<file path="src/bal_pkg.sv">
// ----------------------------------------------------------------------------
// bal_pkg
// shared types, constants and control words for the bounded array list
// ----------------------------------------------------------------------------
package bal_pkg;

    localparam int CAPACITY   = 32;
    localparam int DATA_WIDTH = 32;
    localparam int IDX_W      = $clog2(CAPACITY);
    localparam int CNT_W      = $clog2(CAPACITY + 1);

    typedef logic [DATA_WIDTH-1:0] data_t;
    typedef logic [CNT_W-1:0]      cnt_t;
    typedef logic [IDX_W-1:0]      idx_t;

    typedef enum logic [2:0] {
        OP_APPEND       = 3'd0,
        OP_INSERT       = 3'd1,
        OP_REMOVE_AT    = 3'd2,
        OP_REMOVE_MATCH = 3'd3,
        OP_CLEAR        = 3'd4
    } op_t;

    typedef enum logic [1:0] {
        ST_OK    = 2'd0,
        ST_RANGE = 2'd1,
        ST_FULL  = 2'd2
    } status_t;

    typedef struct packed {
        logic [2:0]          opcode;
        logic [5:0]          position;
        logic signed [31:0]  value;
    } in_item_t;

    typedef struct packed {
        logic [1:0]          status;
        logic signed [31:0]  removed_value;
        logic                found;
        logic [5:0]          length;
    } out_item_t;

    typedef enum logic [1:0] {
        CUR_HOLD,
        CUR_LOAD_COUNT,
        CUR_LOAD_POS,
        CUR_ZERO
    } cur_load_t;

    typedef enum logic [1:0] {
        STEP_NONE,
        STEP_INC,
        STEP_DEC
    } step_t;

    typedef enum logic [1:0] {
        CNT_HOLD,
        CNT_INC,
        CNT_DEC,
        CNT_ZERO
    } cnt_op_t;

    typedef enum logic [1:0] {
        RD_CUR,
        RD_CUR_M1,
        RD_CUR_P1
    } rd_sel_t;

    typedef enum logic [3:0] {
        S_IDLE,
        S_DECIDE,
        S_SHIFT_UP,
        S_PUT,
        S_HEAD,
        S_HEAD_WAIT,
        S_SHIFT_DN,
        S_SCAN,
        S_FINISH
    } state_t;

    // controller to datapath
    typedef struct packed {
        logic       load;
        logic       pos_to_count;
        cur_load_t  cur_load;
        step_t      cur_step;
        cnt_op_t    cnt_op;
        logic       rd_en;
        rd_sel_t    rd_sel;
        logic       mov_en;
        logic       put_en;
        logic       st_en;
        status_t    st_code;
        logic       found_set;
        logic       take_removed;
        logic       out_load;
    } bal_cmd_t;

    // datapath to controller
    typedef struct packed {
        logic [2:0] opcode;
        logic       full;
        logic       pos_gt_count;
        logic       pos_ge_count;
        logic       cur_gt_pos;
        logic       cur_lt_count;
        logic       cur_next_lt_count;
        logic       match;
        logic       out_busy;
    } bal_sts_t;

endpackage

</file>
<file path="src/bal_datapath.sv">
// ----------------------------------------------------------------------------
// bal_datapath
// entry memory, length counter, cursor and result registers of the list
// ----------------------------------------------------------------------------
module bal_datapath (
    input  logic              aclk,
    input  logic              aresetn,
    input  bal_pkg::in_item_t s_item,
    input  logic              m_ready,
    output logic              m_valid,
    output bal_pkg::out_item_t m_item,
    input  bal_pkg::bal_cmd_t cmd,
    output bal_pkg::bal_sts_t sts
);
    import bal_pkg::*;

    data_t      mem [CAPACITY];

    logic [2:0] op_reg;
    logic [5:0] pos_reg;
    data_t      val_reg;
    cnt_t       count_reg, count_next;
    cnt_t       cur_reg, cur_next;
    data_t      rd_data_reg;
    logic       rd_vld_reg;
    logic       mv_pend_reg;
    idx_t       mv_addr_reg;
    status_t    status_reg;
    data_t      removed_reg;
    logic       found_reg;
    logic       out_valid_reg, out_valid_next;
    out_item_t  out_reg;

    cnt_t       cur_m1, cur_p1;
    idx_t       rd_addr;

    assign cur_m1 = cur_reg - CNT_W'(1);
    assign cur_p1 = cur_reg + CNT_W'(1);

    always_comb begin
        unique case (cmd.rd_sel)
            RD_CUR_M1: rd_addr = cur_m1[IDX_W-1:0];
            RD_CUR_P1: rd_addr = cur_p1[IDX_W-1:0];
            default:   rd_addr = cur_reg[IDX_W-1:0];
        endcase
    end

    // memory: one write and one registered read per cycle
    always_ff @(posedge aclk) begin
        if (mv_pend_reg) begin
            mem[mv_addr_reg] <= rd_data_reg;
        end else if (cmd.put_en) begin
            mem[cur_reg[IDX_W-1:0]] <= val_reg;
        end
        if (cmd.rd_en) begin
            rd_data_reg <= mem[rd_addr];
        end
    end

    always_comb begin
        unique case (cmd.cur_load)
            CUR_LOAD_COUNT: cur_next = count_reg;
            CUR_LOAD_POS:   cur_next = pos_reg;
            CUR_ZERO:       cur_next = '0;
            default: begin
                unique case (cmd.cur_step)
                    STEP_INC: cur_next = cur_p1;
                    STEP_DEC: cur_next = cur_m1;
                    default:  cur_next = cur_reg;
                endcase
            end
        endcase
    end

    always_comb begin
        unique case (cmd.cnt_op)
            CNT_INC:  count_next = count_reg + CNT_W'(1);
            CNT_DEC:  count_next = count_reg - CNT_W'(1);
            CNT_ZERO: count_next = '0;
            default:  count_next = count_reg;
        endcase
    end

    always_comb begin
        if (cmd.out_load) begin
            out_valid_next = 1'b1;
        end else if (m_ready) begin
            out_valid_next = 1'b0;
        end else begin
            out_valid_next = out_valid_reg;
        end
    end

    // control state
    always_ff @(posedge aclk) begin
        if (!aresetn) begin
            count_reg     <= '0;
            rd_vld_reg    <= 1'b0;
            mv_pend_reg   <= 1'b0;
            out_valid_reg <= 1'b0;
        end else begin
            count_reg     <= count_next;
            rd_vld_reg    <= cmd.rd_en;
            mv_pend_reg   <= cmd.mov_en;
            out_valid_reg <= out_valid_next;
        end
    end

    // payload registers
    always_ff @(posedge aclk) begin
        cur_reg <= cur_next;
        if (cmd.mov_en) begin
            mv_addr_reg <= cur_reg[IDX_W-1:0];
        end
        if (cmd.load) begin
            op_reg      <= s_item.opcode;
            pos_reg     <= s_item.position;
            val_reg     <= s_item.value[DATA_WIDTH-1:0];
            status_reg  <= ST_OK;
            removed_reg <= '0;
            found_reg   <= 1'b0;
        end else begin
            if (cmd.pos_to_count) begin
                pos_reg <= count_reg;
            end
            if (cmd.st_en) begin
                status_reg <= cmd.st_code;
            end
            if (cmd.take_removed) begin
                removed_reg <= rd_data_reg;
            end
            if (cmd.found_set) begin
                found_reg <= 1'b1;
            end
        end
        if (cmd.out_load) begin
            out_reg.status        <= status_reg;
            out_reg.removed_value <= $signed(removed_reg);
            out_reg.found         <= found_reg;
            out_reg.length        <= count_reg;
        end
    end

    assign m_valid = out_valid_reg;
    assign m_item  = out_reg;

    assign sts.opcode            = op_reg;
    assign sts.full              = (count_reg == CNT_W'(CAPACITY));
    assign sts.pos_gt_count      = (pos_reg > count_reg);
    assign sts.pos_ge_count      = (pos_reg >= count_reg);
    assign sts.cur_gt_pos        = (cur_reg > pos_reg);
    assign sts.cur_lt_count      = (cur_reg < count_reg);
    assign sts.cur_next_lt_count = ({1'b0, cur_reg} + (CNT_W+1)'(1)) < {1'b0, count_reg};
    assign sts.match             = rd_vld_reg && (rd_data_reg == val_reg);
    assign sts.out_busy          = out_valid_reg && !m_ready;

    // length stays within capacity
    a_count_bound: assert property (@(posedge aclk) disable iff (!aresetn)
        count_reg <= CNT_W'(CAPACITY))
        else $error("length above capacity");

    // a pending shift write and a value write never compete for the port
    a_one_write: assert property (@(posedge aclk) disable iff (!aresetn)
        !(mv_pend_reg && cmd.put_en))
        else $error("two memory writes in one cycle");

    // a result is only loaded when the output register is free
    a_no_overwrite: assert property (@(posedge aclk) disable iff (!aresetn)
        cmd.out_load |-> !(out_valid_reg && !m_ready))
        else $error("output register overwritten");

    // length moves by one at most, or drops to zero
    a_count_step: assert property (@(posedge aclk) disable iff (!aresetn)
        (count_reg != $past(count_reg)) |->
            (count_reg == $past(count_reg) + CNT_W'(1) ||
             count_reg == $past(count_reg) - CNT_W'(1) ||
             count_reg == '0))
        else $error("length jumped");

endmodule

</file>
<file path="src/bal_ctrl.sv">
// ----------------------------------------------------------------------------
// bal_ctrl
// sequencer for the list operations: decision, shift and scan loops
// ----------------------------------------------------------------------------
module bal_ctrl (
    input  logic              aclk,
    input  logic              aresetn,
    input  logic              s_valid,
    output logic              s_ready,
    input  bal_pkg::bal_sts_t sts,
    output bal_pkg::bal_cmd_t cmd
);
    import bal_pkg::*;

    state_t state_reg, state_next;

    always_ff @(posedge aclk) begin
        if (!aresetn) begin
            state_reg <= S_IDLE;
        end else begin
            state_reg <= state_next;
        end
    end

    // next state
    always_comb begin
        state_next = state_reg;
        unique case (state_reg)
            S_IDLE: begin
                if (s_valid) begin
                    state_next = S_DECIDE;
                end
            end
            S_DECIDE: begin
                unique case (sts.opcode)
                    OP_APPEND:       state_next = sts.full ? S_FINISH : S_SHIFT_UP;
                    OP_INSERT:       state_next = (sts.pos_gt_count || sts.full) ?
                                                  S_FINISH : S_SHIFT_UP;
                    OP_REMOVE_AT:    state_next = sts.pos_ge_count ? S_FINISH : S_HEAD;
                    OP_REMOVE_MATCH: state_next = S_SCAN;
                    default:         state_next = S_FINISH;
                endcase
            end
            S_SHIFT_UP: begin
                if (!sts.cur_gt_pos) begin
                    state_next = S_PUT;
                end
            end
            S_PUT:       state_next = S_FINISH;
            S_HEAD:      state_next = S_HEAD_WAIT;
            S_HEAD_WAIT: state_next = S_SHIFT_DN;
            S_SHIFT_DN: begin
                if (!sts.cur_next_lt_count) begin
                    state_next = S_FINISH;
                end
            end
            S_SCAN: begin
                priority if (sts.match) begin
                    state_next = S_SHIFT_DN;
                end else if (!sts.cur_lt_count) begin
                    state_next = S_FINISH;
                end
            end
            S_FINISH: begin
                if (!sts.out_busy) begin
                    state_next = S_IDLE;
                end
            end
            default: state_next = S_IDLE;
        endcase
    end

    // outputs
    always_comb begin
        cmd              = '0;
        cmd.cur_load     = CUR_HOLD;
        cmd.cur_step     = STEP_NONE;
        cmd.cnt_op       = CNT_HOLD;
        cmd.rd_sel       = RD_CUR;
        cmd.st_code      = ST_OK;
        s_ready          = 1'b0;
        unique case (state_reg)
            S_IDLE: begin
                s_ready  = 1'b1;
                cmd.load = s_valid;
            end
            S_DECIDE: begin
                unique case (sts.opcode)
                    OP_APPEND: begin
                        if (sts.full) begin
                            cmd.st_en   = 1'b1;
                            cmd.st_code = ST_FULL;
                        end else begin
                            cmd.cur_load     = CUR_LOAD_COUNT;
                            cmd.pos_to_count = 1'b1;
                        end
                    end
                    OP_INSERT: begin
                        priority if (sts.pos_gt_count) begin
                            cmd.st_en   = 1'b1;
                            cmd.st_code = ST_RANGE;
                        end else if (sts.full) begin
                            cmd.st_en   = 1'b1;
                            cmd.st_code = ST_FULL;
                        end else begin
                            cmd.cur_load = CUR_LOAD_COUNT;
                        end
                    end
                    OP_REMOVE_AT: begin
                        if (sts.pos_ge_count) begin
                            cmd.st_en   = 1'b1;
                            cmd.st_code = ST_RANGE;
                        end else begin
                            cmd.cur_load = CUR_LOAD_POS;
                        end
                    end
                    OP_REMOVE_MATCH: cmd.cur_load = CUR_ZERO;
                    OP_CLEAR:        cmd.cnt_op   = CNT_ZERO;
                    default: ;
                endcase
            end
            S_SHIFT_UP: begin
                if (sts.cur_gt_pos) begin
                    cmd.rd_en    = 1'b1;
                    cmd.rd_sel   = RD_CUR_M1;
                    cmd.mov_en   = 1'b1;
                    cmd.cur_step = STEP_DEC;
                end
            end
            S_PUT: begin
                cmd.put_en = 1'b1;
                cmd.cnt_op = CNT_INC;
            end
            S_HEAD: begin
                cmd.rd_en  = 1'b1;
                cmd.rd_sel = RD_CUR;
            end
            S_HEAD_WAIT: cmd.take_removed = 1'b1;
            S_SHIFT_DN: begin
                if (sts.cur_next_lt_count) begin
                    cmd.rd_en    = 1'b1;
                    cmd.rd_sel   = RD_CUR_P1;
                    cmd.mov_en   = 1'b1;
                    cmd.cur_step = STEP_INC;
                end else begin
                    cmd.cnt_op = CNT_DEC;
                end
            end
            S_SCAN: begin
                priority if (sts.match) begin
                    cmd.found_set = 1'b1;
                    cmd.cur_step  = STEP_DEC;
                end else if (sts.cur_lt_count) begin
                    cmd.rd_en    = 1'b1;
                    cmd.rd_sel   = RD_CUR;
                    cmd.cur_step = STEP_INC;
                end
            end
            S_FINISH: cmd.out_load = !sts.out_busy;
            default: ;
        endcase
    end

endmodule

</file>
<file path="src/bounded_array_list.sv">
// ----------------------------------------------------------------------------
// bounded_array_list
// fixed-capacity ordered list with append, insert, remove-at,
// remove-first-match and clear, one result transaction per request
// ----------------------------------------------------------------------------
//
//  channel   ports                      direction  payload
//  --------  -------------------------  ---------  ---------------------------------
//  request   s_valid s_ready s_item     in         opcode, position, value
//  result    m_valid m_ready m_item     out        status, removed_value, found, length
//
//  operations: one request at a time; insert and remove-at shift the entries
//    between position and length, one entry moved per cycle through the
//    single-write, registered-read entry memory, and remove-first-match scans
//    and shifts down in one pass over the list; the result is loaded into the
//    output register when the sequencer leaves its finish step
//  reset: synchronous active-low aresetn empties the list; entry contents are
//    not cleared, only entries below the length are ever read
//  stalls: the result sits in an output register, so a new request is taken
//    while the previous result waits for m_ready; a finished operation holds
//    in its last step only when the output register is still occupied
//
module bounded_array_list (
    input  logic               aclk,
    input  logic               aresetn,
    // request channel
    input  logic               s_valid,
    output logic               s_ready,
    input  bal_pkg::in_item_t  s_item,
    // result channel
    output logic               m_valid,
    input  logic               m_ready,
    output bal_pkg::out_item_t m_item
);
    import bal_pkg::*;

    // command and status between sequencer and datapath
    bal_cmd_t cmd;
    bal_sts_t sts;

    // sequencer: decision, shift loops, scan loop and result hand-off
    bal_ctrl u_ctrl (
        .aclk    (aclk),
        .aresetn (aresetn),
        .s_valid (s_valid),
        .s_ready (s_ready),
        .sts     (sts),
        .cmd     (cmd)
    );

    // datapath: entry memory, length, cursor, result and output registers
    bal_datapath u_datapath (
        .aclk    (aclk),
        .aresetn (aresetn),
        .s_item  (s_item),
        .m_ready (m_ready),
        .m_valid (m_valid),
        .m_item  (m_item),
        .cmd     (cmd),
        .sts     (sts)
    );

endmodule
</file>
<file path="config.mk">
export PLATFORM = sky130hd
export DESIGN_NAME = bounded_array_list
export DESIGN_NICKNAME = d
export VERILOG_FILES = /design/src/bal_pkg.sv /design/src/bal_datapath.sv /design/src/bal_ctrl.sv /design/src/bounded_array_list.sv
export SDC_FILE = /design/constraint.sdc
export NUM_CORES = 2
export LEC_CHECK = 0
export BUFFER_PORTS_ARGS = -buffer_cell sky130_fd_sc_hd__buf_2
export CAP_MARGIN = 30
export CORE_MARGIN = 2
export CORE_UTILIZATION = 36
export DETAILED_ROUTE_END_ITERATION = 10
export SYNTH_ARGS = -nofsm -noshare
export SYNTH_HDL_FRONTEND = slang
export SYNTH_SLANG_ARGS = --single-unit
</file>
<file path="constraint.sdc">
create_clock -name aclk -period 5.5 [get_ports aclk]
set_clock_uncertainty 0.1 [all_clocks]
set_input_delay 1.1 -clock aclk [delete_from_list [all_inputs] [get_ports aclk]]
set_output_delay 1.1 -clock aclk [all_outputs]
set_load 0.01 [all_outputs]
</file>
==> results.md <==
* Result of the run: finished clean
* Maximum number of pins on one net before global-route repair at 55
* Number of buffers created by CTS at 116
* DRC viols at 0
* MaxCap Viol Count at 0
* Finished layout cell area at 54500 um^2
* Area after DPL at 50800 um^2
* Fin nets at 2996
* Syn Std Cell Area at 47100 um^2
* Leakage power at 18.6 nW
* Data arrival at the endpoint of the critical path at 5490 ps
* Row count at 132
* Placed wire-length estimate after detailed placement at 70600 um
* Die extent in x at 366 um
* Wire length reported by the detailed router at 127000 um
* Clock tree from TritonCTS: done
* Cell type with the largest total area after synthesis: edfxtp_1
* Core ar. at 130000 um^2
* Portion of synthesized cell area occupied by the leading cell type at 0.733
* Minimum clock period at 5160 ps
* Total via count in the routed design at 25700
* Final cycle utilization of the critical path at 0.938
* Total overflow reported by the global router at 0
* Final Max Slew Viols at 0
* Fraction of final layout cells sized beyond drive strength 1 at 0.156
* Starting Density at 0.363
* Kind of end point of the critical path: flip-flop
* Syn Inst Count at 2727
* Biggest fanout along the worst timing path at 17
* Total Routing Usage GR at 0.185
* Dominant register cell in the synthesized netlist: edfxtp_1
* Startpoint type of the worst setup path: flip-flop
* Via density per instance at 5.41
* Largest register by flop count: u_datapath.mem
* Met3 routed WL at 8400 um
* Number of synthesis warnings at 0
* Number of setup violations in the final report at 0
* Fraction of the yosys area taken by sequential cells at 0.753
* Cell variety after synth at 61
* Area enclosed by the die boundary at 134000 um^2
* Antenna diode count at 0
* Synthesis-to-finish area growth at 15.6%
* Number of global-route vias before repair at 24800
* First-pass GRT wire length at 180000 um
* Number of buffers between clock root and the deepest sink at 3
* Vertical die dimension at 366 um
* Number of enable flip-flop cells after synthesis at 1149
* Syn nets at 2805
* Final hold violation count at 0
* Wire per inst at 26.7 um
* Port Buffer Count at 87
* Number of iterations in the first detailed-routing pass at 5
* Synthesized area per cell at 17.3 um^2
* Max Clock Freq at 0.194 GHz
* Clock latency reported for the late side of the worst-skew pair at 720 ps
* Leading cell type by number of instances after synthesis: edfxtp_1
* Post-synth ARST share at 0
* Clock transition at the registers of the reported paths at 60 ps
* DRT met1 WL at 55100 um
* Number of flip-flops and latches in the synthesized netlist at 1197
* Post-detailed-route count of antenna-violating nets at 0
* Ranking of synthesized cells by instance count: 1149 x edfxtp_1, 551 x mux2i_1, 257 x o22ai_1, 98 x nand2_1, 76 x nor4_1
* RD Place Congestion at 0.804
* Aggregate negative setup slack at 0 ps
* Peak VDD IR at 249 uV
* Top-level I/O count at 88
* Detailed-routed wire length on met2 at 60800 um
* Clock tree sinks at 1197
* Master cell of the clock root buffer: clkbuf_16
* Normalized max-slew margin at 0.368
* Required @ worst endpoint at 5830 ps
* Type of the worst setup path: flip-flop to flip-flop
* Top Metal Used: met4
* CTS H-tree lvls at 3
* Worst Hold Class: flip-flop to flip-flop
* Total power density per cell area at 364 nW/um^2
* CTS hold repair buffers at 0
* Initial antenna violation count at 0
* 1st-iter DRT viols at 2514
* Synth top area cells: edfxtp_1 73%, mux2i_1 12%, o22ai_1 3.4%
* Pwr Total at 0.0198 W
* Actual transition at the worst max-transition pin at 948 ps
* Flip-flop count of the largest register after layout at 1024
[report_power, final]
group | leakage, nW | total, W | internal, W | switching, W
clock | 1.78 | 0.00759 | 0.00422 | 0.00337
combinational | 6.08 | 0.00197 | 0.000764 | 0.00120
sequential | 10.8 | 0.0103 | 0.0102 | 0.000123
total | 18.6 | 0.0198 | 0.0151 | 0.00469
[layout make-up]
| type | instances | area [um^2] |
|---|---|---|
| clock buffer | 152 | 3160 |
| clock inverter | 64 | 442 |
| fill | 11400 | 75200 |
| inverter | 26 | 97.6 |
| multi-input combinational | 1366 | 11100 |
| sequential | 1197 | 35500 |
| tap | 1742 | 2180 |
| timing repair buffer | 211 | 2000 |
[per-layer routing]
metal  global-route usage  up-vias
met3               0.0294      177
met2                0.303      879
li1                     -    11300
met4               0.0516        0
met1                0.254    13400
met5                    0        -
[worst max-delay path, stage by stage, from the launching register on]
cell and delay [ps]:
edfxtp_1 520, ha_1 240, and3_1 250, xnor2_1 150, ha_1 290, a21oi_1 140, nor2b_1 80, nor3_1 290
inv_1 90, ha_1 410, nand2b_1 210, or3_1 410, o221ai_4 90, buf_12 210, buf_12 160, buf_4 310
mux2i_1 250, o22ai_1 110, nor4_1 410, mux2i_1 130
[metrics by stage]
stage,cells,hold WS (ps),setup slack [ps],util
2_1_floorplan,2727,302,979,-
5_1_grt,4758,337,-4.85,0.420
6_report,4758,329,341,0.420
3_5_place_dp,4538,315,165,0.392
3_3_place_gp,4536,314,235,0.392
4_1_cts,4754,329,153,0.420
[final timing paths]
| check | start | endpoint | slack, ps | cells after the start |
|---|---|---|---|---|
| max | u_datapath.cur_reg[1]$_DFFE_PP_ | u_datapath.rd_data_reg[18]$_DFFE_PP_ | 340 | 19 |
| min | u_datapath.removed_reg[4]$_SDFFE_PP0P_ | u_datapath.m_item[11]$_DFFE_PP_ | 330 | 0 |
| max reg2reg | u_datapath.cur_reg[1]$_DFFE_PP_ | u_datapath.rd_data_reg[18]$_DFFE_PP_ | 340 | 19 |
| min reg2reg | u_datapath.removed_reg[4]$_SDFFE_PP0P_ | u_datapath.m_item[11]$_DFFE_PP_ | 330 | 0 |
[placed cells by master, fill, tap and decap left out, types with 24 or more instances in the layout]
cell type	synthesis	routed
edfxtp_1	1149	1149
mux2i_1	551	551
o22ai_1	257	257
clkbuf_16	0	118
nand2_1	98	96
buf_2	40	87
nor4_1	76	74
buf_4	50	72
a21oi_1	56	55
buf_12	0	50
dfxtp_1	48	48
nor2_4	0	35
nor2_1	68	33
mux2_2	33	33
ha_1	32	32
xor2_1	30	30
inv_1	26	26
clkbuf_1	34	26
clkinv_2	0	25
clkinv_1	0	24
[repair_timing]
action,4_1_cts,5_1_grt
endpoints found under the setup margin,0,18
resized for setup,0,1
buffers inserted,0,4
[kinds of logic after synthesis]
kind of cell,after synthesis,share of synthesized area
and+or+nand+nor,327,0.0354
buffers and inverters,164,0.0187
xor gates and xnor gates,46,0.00855
adders and majority gates,33,0.00893
DFF,1197,0.753
muxes,585,0.125
AOI/OAI and AO/OA,375,0.0502
Note: power is estimated with default switching activity, not from simulation.
